[config.mk]
export PLATFORM = sky130hd
export DESIGN_NAME = unique_key_slot_table
export DESIGN_NICKNAME = d
export VERILOG_FILES = /design/src/hw/rtl/ukst_pkg.sv /design/src/hw/rtl/ukst_ctrl.sv /design/src/hw/rtl/ukst_datapath.sv /design/src/hw/rtl/unique_key_slot_table.sv
export SDC_FILE = /design/constraint.sdc
export NUM_CORES = 1
export LEC_CHECK = 0
export BUFFER_PORTS_ARGS = -buffer_cell sky130_fd_sc_hd__buf_4
export CAP_MARGIN = 20
export CORE_ASPECT_RATIO = 1.5
export CORE_MARGIN = 4
export CORE_UTILIZATION = 55
export CTS_CLUSTER_DIAMETER = 60
export DETAILED_ROUTE_END_ITERATION = 8
export PLACE_DENSITY = 0.8
export SYNTH_ARGS = -nofsm -noshare
export SYNTH_HDL_FRONTEND = slang
export SYNTH_HIERARCHICAL = 1
export SYNTH_SLANG_ARGS = --single-unit
[constraint.sdc]
create_clock -name clk -period 12.25 [get_ports clk]
set_input_delay 0.6125 -clock clk [delete_from_list [all_inputs] [get_ports clk]]
set_output_delay 0.6125 -clock clk [all_outputs]
set_load 0.05 [all_outputs]
[src/hw/rtl/ukst_pkg.sv]
// Shared types, codes and constants for the unique key slot table.
package ukst_pkg;

    localparam int ENTRIES_DEF  = 10;
    localparam int KEY_BITS_DEF = 64;
    localparam int OP_W         = 2;
    localparam int KEY_W        = 64;
    localparam int STATUS_W     = 3;
    localparam int SLOT_W       = 4;

    typedef enum logic [OP_W-1:0] {
        OP_INSERT = 2'd0,
        OP_REMOVE = 2'd1,
        OP_LIST   = 2'd2
    } op_t;

    typedef enum logic [STATUS_W-1:0] {
        ST_INSERTED  = 3'd0,
        ST_FULL      = 3'd1,
        ST_DUP       = 3'd2,
        ST_REMOVED   = 3'd3,
        ST_EMPTY     = 3'd4,
        ST_NOT_FOUND = 3'd5,
        ST_LISTED    = 3'd6
    } status_t;

    typedef enum logic [1:0] {
        SRC_NONE = 2'd0,
        SRC_CMP  = 2'd1,
        SRC_FREE = 2'd2
    } slot_src_t;

    typedef struct packed {
        logic      load;
        logic      step;
        logic      track;
        logic      emit;
        status_t   emit_status;
        slot_src_t emit_src;
        logic      commit_ins;
        logic      commit_rem;
    } ukst_cmd_t;

    typedef struct packed {
        logic out_free;
        logic count_zero;
        logic full;
        logic cmp_valid;
        logic cmp_hit;
        logic cmp_last;
        logic later;
    } ukst_sts_t;

endpackage

[src/hw/rtl/ukst_ctrl.sv]
// Controller state machine for the unique key slot table.
module ukst_ctrl
(
    input  logic                      clk,
    input  logic                      rst_n,
    input  logic                      in_valid,
    output logic                      in_stall,
    input  logic [ukst_pkg::OP_W-1:0] op,
    input  ukst_pkg::ukst_sts_t       sts,
    output ukst_pkg::ukst_cmd_t       cmd
);
    import ukst_pkg::*;

    typedef enum logic [2:0] {
        S_IDLE   = 3'b001,
        S_DECIDE = 3'b010,
        S_SCAN   = 3'b100
    } state_t;

    state_t           state_reg, state_next;
    logic [OP_W-1:0]  op_reg, op_next;

    always_ff @(posedge clk or negedge rst_n)
    begin
        if (!rst_n)
        begin
            state_reg <= S_IDLE;
            op_reg    <= '0;
        end
        else
        begin
            state_reg <= state_next;
            op_reg    <= op_next;
        end
    end

    always_comb
    begin
        cmd        = '0;
        state_next = state_reg;
        op_next    = op_reg;
        in_stall   = (state_reg != S_IDLE);
        case (state_reg)
            S_IDLE:
            begin
                if (in_valid)
                begin
                    cmd.load   = 1'b1;
                    op_next    = op;
                    state_next = S_DECIDE;
                end
            end
            S_DECIDE:
            begin
                case (op_reg)
                    OP_INSERT:
                    begin
                        if (!sts.full)
                        begin
                            cmd.step   = 1'b1;
                            state_next = S_SCAN;
                        end
                        else if (sts.out_free)
                        begin
                            cmd.emit        = 1'b1;
                            cmd.emit_status = ST_FULL;
                            state_next      = S_IDLE;
                        end
                    end
                    OP_REMOVE, OP_LIST:
                    begin
                        if (!sts.count_zero)
                        begin
                            cmd.step   = 1'b1;
                            state_next = S_SCAN;
                        end
                        else if (sts.out_free)
                        begin
                            cmd.emit        = 1'b1;
                            cmd.emit_status = ST_EMPTY;
                            state_next      = S_IDLE;
                        end
                    end
                    default:
                    begin
                        state_next = S_IDLE;
                    end
                endcase
            end
            S_SCAN:
            begin
                if (sts.out_free)
                begin
                    case (op_reg)
                        OP_INSERT:
                        begin
                            if (sts.cmp_hit)
                            begin
                                cmd.emit        = 1'b1;
                                cmd.emit_status = ST_DUP;
                                state_next      = S_IDLE;
                            end
                            else if (sts.cmp_last)
                            begin
                                cmd.emit        = 1'b1;
                                cmd.emit_status = ST_INSERTED;
                                cmd.emit_src    = SRC_FREE;
                                cmd.commit_ins  = 1'b1;
                                state_next      = S_IDLE;
                            end
                            else
                            begin
                                cmd.step  = 1'b1;
                                cmd.track = 1'b1;
                            end
                        end
                        OP_REMOVE:
                        begin
                            if (sts.cmp_hit)
                            begin
                                cmd.emit        = 1'b1;
                                cmd.emit_status = ST_REMOVED;
                                cmd.emit_src    = SRC_CMP;
                                cmd.commit_rem  = 1'b1;
                                state_next      = S_IDLE;
                            end
                            else if (sts.cmp_last)
                            begin
                                cmd.emit        = 1'b1;
                                cmd.emit_status = ST_NOT_FOUND;
                                state_next      = S_IDLE;
                            end
                            else
                            begin
                                cmd.step = 1'b1;
                            end
                        end
                        OP_LIST:
                        begin
                            if (sts.cmp_valid)
                            begin
                                cmd.emit        = 1'b1;
                                cmd.emit_status = ST_LISTED;
                                cmd.emit_src    = SRC_CMP;
                            end
                            if ((sts.cmp_valid && !sts.later) || sts.cmp_last)
                                state_next = S_IDLE;
                            else
                                cmd.step = 1'b1;
                        end
                        default:
                        begin
                            state_next = S_IDLE;
                        end
                    endcase
                end
            end
            default:
            begin
                state_next = S_IDLE;
            end
        endcase
    end

endmodule

[src/hw/rtl/ukst_datapath.sv]
// Datapath: key memory, valid bits, occupancy count, scan compare and result register.
module ukst_datapath
#(
    parameter int ENTRIES  = ukst_pkg::ENTRIES_DEF,
    parameter int KEY_BITS = ukst_pkg::KEY_BITS_DEF
)
(
    input  logic                          clk,
    input  logic                          rst_n,
    input  ukst_pkg::ukst_cmd_t           cmd,
    output ukst_pkg::ukst_sts_t           sts,
    input  logic [ukst_pkg::KEY_W-1:0]    key,
    output logic                          out_valid,
    input  logic                          out_stall,
    output logic [ukst_pkg::STATUS_W-1:0] status,
    output logic [ukst_pkg::SLOT_W-1:0]   slot,
    output logic [ukst_pkg::KEY_W-1:0]    slot_key,
    output logic                          last
);
    import ukst_pkg::*;

    localparam int IDX_W = (ENTRIES > 1) ? $clog2(ENTRIES) : 1;
    localparam int CNT_W = $clog2(ENTRIES + 1);
    localparam logic [CNT_W-1:0] FULL_CNT = CNT_W'(ENTRIES);
    localparam logic [IDX_W-1:0] LAST_IDX = IDX_W'(ENTRIES - 1);

    logic [KEY_BITS-1:0] key_mem [ENTRIES];
    logic [KEY_BITS-1:0] key_reg;
    logic [KEY_BITS-1:0] rd_data_reg;
    logic [ENTRIES-1:0]  valid_reg, valid_next;
    logic [CNT_W-1:0]    count_reg, count_next;
    logic [IDX_W-1:0]    rd_idx_reg, cmp_idx_reg, free_idx_reg;
    logic                have_free_reg;
    logic [IDX_W-1:0]    free_sel, src_idx;
    logic [IDX_W:0]      slot_sum;
    logic [ENTRIES-1:0]  above;
    logic                out_valid_reg;
    logic [STATUS_W-1:0] status_reg;
    logic [SLOT_W-1:0]   slot_reg;
    logic [KEY_W-1:0]    slot_key_reg;
    logic                last_reg;

    assign free_sel = have_free_reg ? free_idx_reg : cmp_idx_reg;

    always_comb
    begin
        for (int j = 0; j < ENTRIES; j++)
            above[j] = (IDX_W'(j) > cmp_idx_reg);
    end

    assign sts.out_free   = !out_valid_reg || !out_stall;
    assign sts.count_zero = (count_reg == '0);
    assign sts.full       = (count_reg == FULL_CNT);
    assign sts.cmp_valid  = valid_reg[cmp_idx_reg];
    assign sts.cmp_hit    = valid_reg[cmp_idx_reg] && (rd_data_reg == key_reg);
    assign sts.cmp_last   = (cmp_idx_reg == LAST_IDX);
    assign sts.later      = |(valid_reg & above);

    // key store: one write port, one registered read port
    always_ff @(posedge clk)
    begin
        if (cmd.commit_ins)
            key_mem[free_sel] <= key_reg;
        if (cmd.step)
            rd_data_reg <= key_mem[rd_idx_reg];
    end

    always_ff @(posedge clk)
    begin
        if (cmd.load)
            key_reg <= key[KEY_BITS-1:0];
    end

    always_comb
    begin
        valid_next = valid_reg;
        count_next = count_reg;
        if (cmd.commit_ins)
        begin
            valid_next[free_sel] = 1'b1;
            count_next           = count_reg + 1'b1;
        end
        else if (cmd.commit_rem)
        begin
            valid_next[cmp_idx_reg] = 1'b0;
            count_next              = count_reg - 1'b1;
        end
    end

    always_ff @(posedge clk or negedge rst_n)
    begin
        if (!rst_n)
        begin
            valid_reg     <= '0;
            count_reg     <= '0;
            rd_idx_reg    <= '0;
            cmp_idx_reg   <= '0;
            free_idx_reg  <= '0;
            have_free_reg <= 1'b0;
        end
        else
        begin
            valid_reg <= valid_next;
            count_reg <= count_next;
            if (cmd.load)
            begin
                rd_idx_reg    <= '0;
                have_free_reg <= 1'b0;
            end
            else
            begin
                if (cmd.track && !sts.cmp_valid && !have_free_reg)
                begin
                    have_free_reg <= 1'b1;
                    free_idx_reg  <= cmp_idx_reg;
                end
                if (cmd.step)
                begin
                    rd_idx_reg  <= rd_idx_reg + 1'b1;
                    cmp_idx_reg <= rd_idx_reg;
                end
            end
        end
    end

    // result register
    assign src_idx  = (cmd.emit_src == SRC_FREE) ? free_sel : cmp_idx_reg;
    assign slot_sum = {1'b0, src_idx} + 1'b1;

    always_ff @(posedge clk or negedge rst_n)
    begin
        if (!rst_n)
            out_valid_reg <= 1'b0;
        else if (cmd.emit)
            out_valid_reg <= 1'b1;
        else if (!out_stall)
            out_valid_reg <= 1'b0;
    end

    always_ff @(posedge clk)
    begin
        if (cmd.emit)
        begin
            status_reg <= cmd.emit_status;
            slot_reg   <= (cmd.emit_src == SRC_NONE) ? '0 : SLOT_W'(slot_sum);
            if (cmd.emit_status == ST_LISTED)
            begin
                slot_key_reg <= KEY_W'(rd_data_reg);
                last_reg     <= !sts.later;
            end
            else
            begin
                slot_key_reg <= '0;
                last_reg     <= 1'b1;
            end
        end
    end

    assign out_valid = out_valid_reg;
    assign status    = status_reg;
    assign slot      = slot_reg;
    assign slot_key  = slot_key_reg;
    assign last      = last_reg;

    a_count_matches: assert property (@(posedge clk) disable iff (!rst_n)
        count_reg == CNT_W'($countones(valid_reg)))
        else $error("occupancy count differs from valid bits");

    a_insert_free: assert property (@(posedge clk) disable iff (!rst_n)
        cmd.commit_ins |-> (!valid_reg[free_sel] && count_reg != FULL_CNT))
        else $error("insert into an occupied slot or full table");

    a_remove_valid: assert property (@(posedge clk) disable iff (!rst_n)
        cmd.commit_rem |-> valid_reg[cmp_idx_reg])
        else $error("remove of a free slot");

    a_emit_room: assert property (@(posedge clk) disable iff (!rst_n)
        cmd.emit |-> sts.out_free)
        else $error("result written over a pending transfer");

endmodule

[src/hw/rtl/unique_key_slot_table.sv]
// Top level of the unique key slot table: controller plus datapath.
//
//  channel | handshake            | payload
//  --------+----------------------+-------------------------------
//  in      | in_valid / in_stall  | op[1:0], key[63:0]
//  out     | out_valid / out_stall| status[2:0], slot[3:0], slot_key[63:0], last
//
// An item passes through the accept, decide and scan states, and no new item is
// taken until it ends; a list gives one transfer per occupied slot. The scan is set
// by the key memory's single registered read port, one slot a cycle unless stalled.
// Full, empty and unused-opcode cases finish in the decide state.
// rst_n clears the valid bits and count at once; keys are undefined until written.
// A stalled result holds the scan until the result register frees.
module unique_key_slot_table
#(
    parameter int ENTRIES  = ukst_pkg::ENTRIES_DEF,
    parameter int KEY_BITS = ukst_pkg::KEY_BITS_DEF
)
(
    input  logic                          clk,
    input  logic                          rst_n,
    input  logic                          in_valid,
    output logic                          in_stall,
    input  logic [ukst_pkg::OP_W-1:0]     op,
    input  logic [ukst_pkg::KEY_W-1:0]    key,
    output logic                          out_valid,
    input  logic                          out_stall,
    output logic [ukst_pkg::STATUS_W-1:0] status,
    output logic [ukst_pkg::SLOT_W-1:0]   slot,
    output logic [ukst_pkg::KEY_W-1:0]    slot_key,
    output logic                          last
);
    import ukst_pkg::*;

    ukst_cmd_t cmd;
    ukst_sts_t sts;

    ukst_ctrl u_ctrl
    (
        .clk      (clk),
        .rst_n    (rst_n),
        .in_valid (in_valid),
        .in_stall (in_stall),
        .op       (op),
        .sts      (sts),
        .cmd      (cmd)
    );

    ukst_datapath
    #(
        .ENTRIES  (ENTRIES),
        .KEY_BITS (KEY_BITS)
    )
    u_datapath
    (
        .clk       (clk),
        .rst_n     (rst_n),
        .cmd       (cmd),
        .sts       (sts),
        .key       (key),
        .out_valid (out_valid),
        .out_stall (out_stall),
        .status    (status),
        .slot      (slot),
        .slot_key  (slot_key),
        .last      (last)
    );

endmodule

### Word level (Yosys, flattened, before mapping)

Memory sizes are Yosys's and may differ from the RTL's. A register that Yosys moved wholly into a read port is not among the register bits.
Index checks and enable logic that the tools add are counted.

| storage, ports and cells | value |
|---|---|
| bits in latches | 0 |
| ROM bits | 0 |
| output and inout bits | 74 |
| bits of input ports | 70 |
| RAM bits | 640 |
| register bits after elaboration | 169 |
| memories | 1 |
| word-level logic and storage cells | 144 |

| cells by class | value |
|---|---|
| div/mod/pow operators | 0 |
| reduce and logical (&&, ||, !) cells | 26 |
| mux-type cells | 64 |
| equality and inequality tests | 16 |
| multiply operators | 0 |
| shift operators | 0 |
| bitwise operators | 5 |
| order comparisons | 14 |
| add/sub/neg operators | 4 |

Memories:

| memory | depth | bits a word | rd ports | clocked after Yosys merged registers in | wr ports | RTL line | RTL |
|---|---|---|---|---|---|---|---|
| u_datapath.key_mem | 10 | 64 | 1 | 1 | 1 | ukst_datapath.sv:27 | `logic [KEY_BITS-1:0] key_mem [ENTRIES];` |

Operators with widths:

| cell | count |
|---|---|
| $eq A64 B64 Y1 | 1 |
| $mux W4 | 14 |
| $mux W10 | 3 |
| $mux W3 | 9 |
| $mux W1 | 22 |
| $and A10 B10 Y10 | 2 |
| $pmux W6 S3 | 1 |
| $gt A3 B4 Y1 const A | 4 |
| $pmux W4 S2 | 2 |
| $add A4 B1 Y4 const B | 3 |
| $pmux W3 S2 | 2 |
| $lt A4 B5 Y1 const B | 2 |
| $not A10 Y10 | 1 |
| $or A10 B10 Y10 | 1 |
| $reduce_or A10 Y1 | 1 |
| $pmux W3 S3 | 1 |
| $demux W1 S4 | 2 |
| $eq A4 B4 Y1 const B | 2 |
| $ge A4 B1 Y1 const B | 2 |
| $gt A1 B4 Y1 const A | 2 |
| $gt A2 B4 Y1 const A | 2 |
| $gt A4 B4 Y1 const A | 2 |
| $mux W7 | 1 |
| $eq A3 B3 Y1 const B | 2 |
| 25 further kinds | 45 |

### Longest topological paths before layout

| depth | value |
|---|---|
| word-level depth | 14 |
| gate-level depth with buffers | 15 |
| depth with buffers taken out | 15 |

### Hierarchy

The synthesis kept the hierarchy.

By module, submodules not included:

| module | cells an instance | times used | sequential area each (um^2) | area each (um^2) |
|---|---|---|---|---|
| ukst_datapath | 1,631 | 1 | 25,924.9 | 33,104.2 |
| ukst_ctrl | 67 | 1 | 126.4 | 521.8 |

### Worst setup path after synthesis

No wires, ideal clock.

| timing path | value |
|---|---|
| kind | reg-to-reg |
| start | register u_datapath.cmp_idx_reg[0] |
| end | register u_datapath.cmp_idx_reg[0] |
| setup time | 0.126 ns |
| required time | 12.124 ns |
| data arrival time | 5.555 ns |
| slack | 6.569 ns |
| clock period less this slack | 5.681 ns |
| stages on the path, launching flop included | 11 |
| buffers on the path | 1 |
| path through | dfrtp_1 -> buf_2 -> mux2i_1 -> o22ai_1 -> o31ai_2 -> nor2_1 -> nor2_1 -> a32oi_1 -> o21ai_1 -> nand2b_1 -> mux2_2 |

RTL lines:

| what | RTL line | RTL |
|---|---|---|
| from (decl) | ukst_datapath.sv:32 | `logic [IDX_W-1:0] rd_idx_reg, cmp_idx_reg, free_idx_reg;` |
| from (signal assigned) | ukst_datapath.sv:120 | `cmp_idx_reg <= rd_idx_reg;` |

==> flow_metrics.py <==
metrics = {
    "setup_path": {
        "cp_max_fo": 44,
        "cp_top_family": "simple AND/OR/NAND/NOR gates",
        "arrival_ns": 5.49,
        "required_ns": 12.74,
        "rr_worst_depth": 12,
        "critPathCaptureType": "register",
        "cp_cell_sequence": "xnor2_1 > nand4_1 > nor4_1 > nand4_1 > nor2_1 > nor2_1 > a32oi_1 > o21ai_4 > buf_4 > buf_4 > nand2b_1 > mux2_2",
        "max_stage_delay_ns": 0.69,
        "critPathKind": "register to register",
        "path_buf_inv": 2,
        "cp_slowest_cell": "nor4_1",
        "cp-start-kind": "register",
        "path_depth": 12,
    },
    "synth": {
        "ys.warnings.count": 6,
        "synth_adder_area_share": 0.00432,
        "synthMuxAreaShare": 0.111,
        "synth-seq-area-share": 0.775,
        "ys_ff_latch": 873,
        "netlist_instances": 1698,
        "yosysUniqueCellTypes": 58,
        "synth_edf_count": 840,
        "ys.flop_type": "edfxtp_1",
        "async_reset_ff_frac": 0.0378,
        "synth_top_family_by_area": "multiplexers",
        "syn_area_sq_um": 33600,
        "syn_nets": 1779,
        "synth-xor-area-share": 0.0193,
        "yosys.area_share.simple": 0.0425,
        "synth-compound-area-share": 0.0358,
        "synth.avg_cell_area_sq_um": 19.8,
    },
    "global_route": {
        "grt.overflow.total": 0,
        "grt_pass1_wl_mm": 112,
        "track_usage": 0.230,
        "grt_pass1_vias": 17300,
        "grt_max_degree": 83,
        "antenna_found_initial": 0,
    },
    "run": {
        "max_cap_viol_count": 0,
    },
    "place": {
        "finalWeightedCongestion": 0.904,
        "dp_hpwl_mm": 40.7,
        "place_area_sq_um": 35600,
        "portBuffers": 143,
    },
    "clocking": {
        "cts_buffer_depth": 3,
        "cts_made_buffers": 78,
        "root_buffer": "clkbuf_16",
        "path_clk_slew_ns": 0.07,
        "htree_levels": 3,
        "clk-insertion-delay-late_ns": 0.62,
        "cts_tree": "done",
        "numClockSinks": 873,
    },
    "cells_and_area": {
        "utilization": 0.635,
        "final_common_cell": "edfxtp_1",
        "top_register": "u_datapath/key_mem",
        "final_cell_mix": "edfxtp_1 (840), buf_4 (171), mux4_2 (128), clkbuf_16 (81), mux2i_1 (74)",
        "final_area_sq_um": 38300,
        "largest_reg_flops": 640,
        "area_growth_pct": 13.8,
        "fin_nets": 1952,
        "drive_above_1_share": 0.234,
    },
    "power": {
        "total_leakage_power_uw": 0.0122,
        "power_frac_comb": 0.118,
        "p_switching_uw": 1710,
        "p_clk_frac": 0.354,
        "p_per_area_nw_per_um2": 184,
        "power.share.switching": 0.243,
        "seq_power_share": 0.527,
        "p_int_uw": 5330,
        "ir_drop_mv": 0.0991,
    },
    "sta": {
        "finalHoldViolations": 0,
        "drv_slew": 0,
        "fmax_ghz": 0.200,
        "worst_pin_slew_ns": 1.14,
        "finalSetupViolations": 0,
        "hold_ws_ns": 0.171,
        "grt_setup_unrepaired": "false",
        "maxSlewHeadroom": 0.242,
        "tns_ns": 0,
        "fin_crit_sh": 0.408,
        "fin_skew_ns": 0.0270,
        "layout_min_cycle_time_ns": 5.00,
    },
    "drt": {
        "drt_wl_total_mm": 75.3,
        "ant_nets": 0,
        "drt-initial-drc-count": 1854,
        "dr.pass1.iters": 5,
        "avgRoutedWirePerCell_um": 27.7,
        "routed-via-count": 17000,
        "via_per_inst": 6.25,
        "remaining_drc_errors": 0,
    },
    "outcome": {
        "status": "finished, final reports clean",
    },
    "floorplan": {
        "core_sq_um": 60300,
        "die_w_um": 210,
        "ios": 144,
        "core.rowCount": 110,
        "design.die.area_sq_um": 65200,
        "initial_core_util": 0.558,
        "die_y_um": 311,
    },
    "min_path": {
        "hold_path.class": "input port to register",
        "hold_path_depth": 1,
    },
}
==> timing repair <==
item                                   4_1_cts  5_1_grt
hold buffers                                 1        0
buffers inserted                             0        0
endpoints found under the hold margin       32        0
gates resized for setup                      0        0
==> logic make-up (layout without fill, tap and decap cells) <==
group,Yosys count,count (layout)
flops,873,873
simple gates,247,247
mux,211,211
compound gates,187,187
buf+inv,95,326
xor+xnor,74,74
fa+ha+maj,11,11
other cells,0,4
==> cell type report <==
class / instances / area [sq um]
flip-flops and latches: 873 / 26100
fillers: 3992 / 22000
multi-input cells: 730 / 7240
clock buffers: 95 / 2080
repair buffers: 174 / 1340
well taps: 784 / 981
clock inverters: 43 / 508
inverters: 14 / 53.8
diodes: 4 / 10.0
==> cells in the mapped netlist, types with 2 or more instances <==
| cell type | instances | share of area |
|---|---|---|
| nand4_1 | 18 | 0.0033 |
| nand4b_1 | 2 | 0.00052 |
| o21ai_0 | 21 | 0.0031 |
| buf_2 | 23 | 0.0034 |
| a21oi_1 | 71 | 0.011 |
| inv_1 | 14 | 0.0016 |
| dfrtp_1 | 32 | 0.024 |
| nor3b_1 | 2 | 0.00045 |
| nor2_1 | 36 | 0.0040 |
| or2_2 | 3 | 0.00056 |
| and2_1 | 65 | 0.012 |
| nand3b_1 | 5 | 0.0011 |
| mux2i_1 | 74 | 0.022 |
| a211oi_1 | 64 | 0.014 |
| o22ai_1 | 4 | 0.00074 |
| nand3_1 | 3 | 0.00045 |
| buf_6 | 4 | 0.0013 |
| o41ai_1 | 2 | 0.00052 |
| ha_1 | 10 | 0.0037 |
| nor2b_1 | 67 | 0.012 |
| nor4_1 | 5 | 0.00093 |
| o2111a_1 | 2 | 0.00067 |
| nor3_1 | 3 | 0.00045 |
| buf_1 | 5 | 0.00056 |
| xnor2_1 | 70 | 0.018 |
| a22o_1 | 2 | 0.00052 |
| buf_4 | 3 | 0.00067 |
| a21o_1 | 3 | 0.00067 |
| a21boi_0 | 2 | 0.00045 |
| edfxtp_1 | 840 | 0.75 |
| xor2_1 | 4 | 0.0010 |
| clkbuf_1 | 46 | 0.0051 |
| a31oi_1 | 3 | 0.00056 |
| mux4_2 | 128 | 0.086 |
| nand2_1 | 24 | 0.0027 |
| nand2b_1 | 6 | 0.0011 |
| mux2_2 | 9 | 0.0030 |
| and3_1 | 2 | 0.00037 |
| o31ai_1 | 2 | 0.00045 |
==> through the flow <==
step           instances  setup slack, ns  power (uW)
2_1_floorplan       1698             6.57        4320
3_5_place_dp        2571             7.28        4600
6_report            2717             7.25        7040
3_3_place_gp        2571             7.45        4570
5_1_grt             2713             7.02        7280
4_1_cts             2710             7.21        7080
==> worst reg2reg max path: cells and delay by family (launching register included) <==
family | cells | cell delay [ns]
multiplexers | 1 | 0.36
XOR/XNOR | 1 | 0.67
buffers and inverters | 2 | 0.74
flip-flops | 1 | 0.54
AND/OR/NAND/NOR | 6 | 2.07
AO/OA/AOI/OAI | 2 | 0.49
==> worst paths after layout <==
check	slack (ns)	to	startpoint
min in group asynchronous	0.49	u_datapath/cmp_idx_reg[1]$_DFFE_PN0P_	rst_n
setup / recovery	7.25	u_datapath/cmp_idx_reg[2]$_DFFE_PN0P_	u_datapath/key_reg[53]$_DFFE_PP_
setup reg to reg	7.25	u_datapath/cmp_idx_reg[2]$_DFFE_PN0P_	u_datapath/key_reg[53]$_DFFE_PP_
hold / removal	0.17	u_datapath/key_reg[26]$_DFFE_PP_	key[26]
max in group asynchronous	11.39	u_datapath/rd_idx_reg[2]$_DFFE_PN0P_	rst_n
hold reg to reg	0.51	u_datapath/count_reg[3]$_DFFE_PN0P_	u_datapath/count_reg[3]$_DFFE_PN0P_
==> metal layers <==
layer,vias up,track usage,wire [um]
li1,7114,-,-
met1,8769,0.303,27000
met2,924,0.391,39300
met3,181,0.0347,5770
met4,0,0.0922,3190
met5,-,0,0
==> power by group through the flow <==
stage | clock [uW] | combinational, uW | sequential, uW
detailed placement | 0 | 826 | 3770
finish | 2490 | 833 | 3710
CTS | 2530 | 837 | 3710
global route | 2660 | 887 | 3740
global placement | 0 | 811 | 3760
floorplan | 0 | 589 | 3730
No activity file was read; power rests on OpenSTA's default activity.
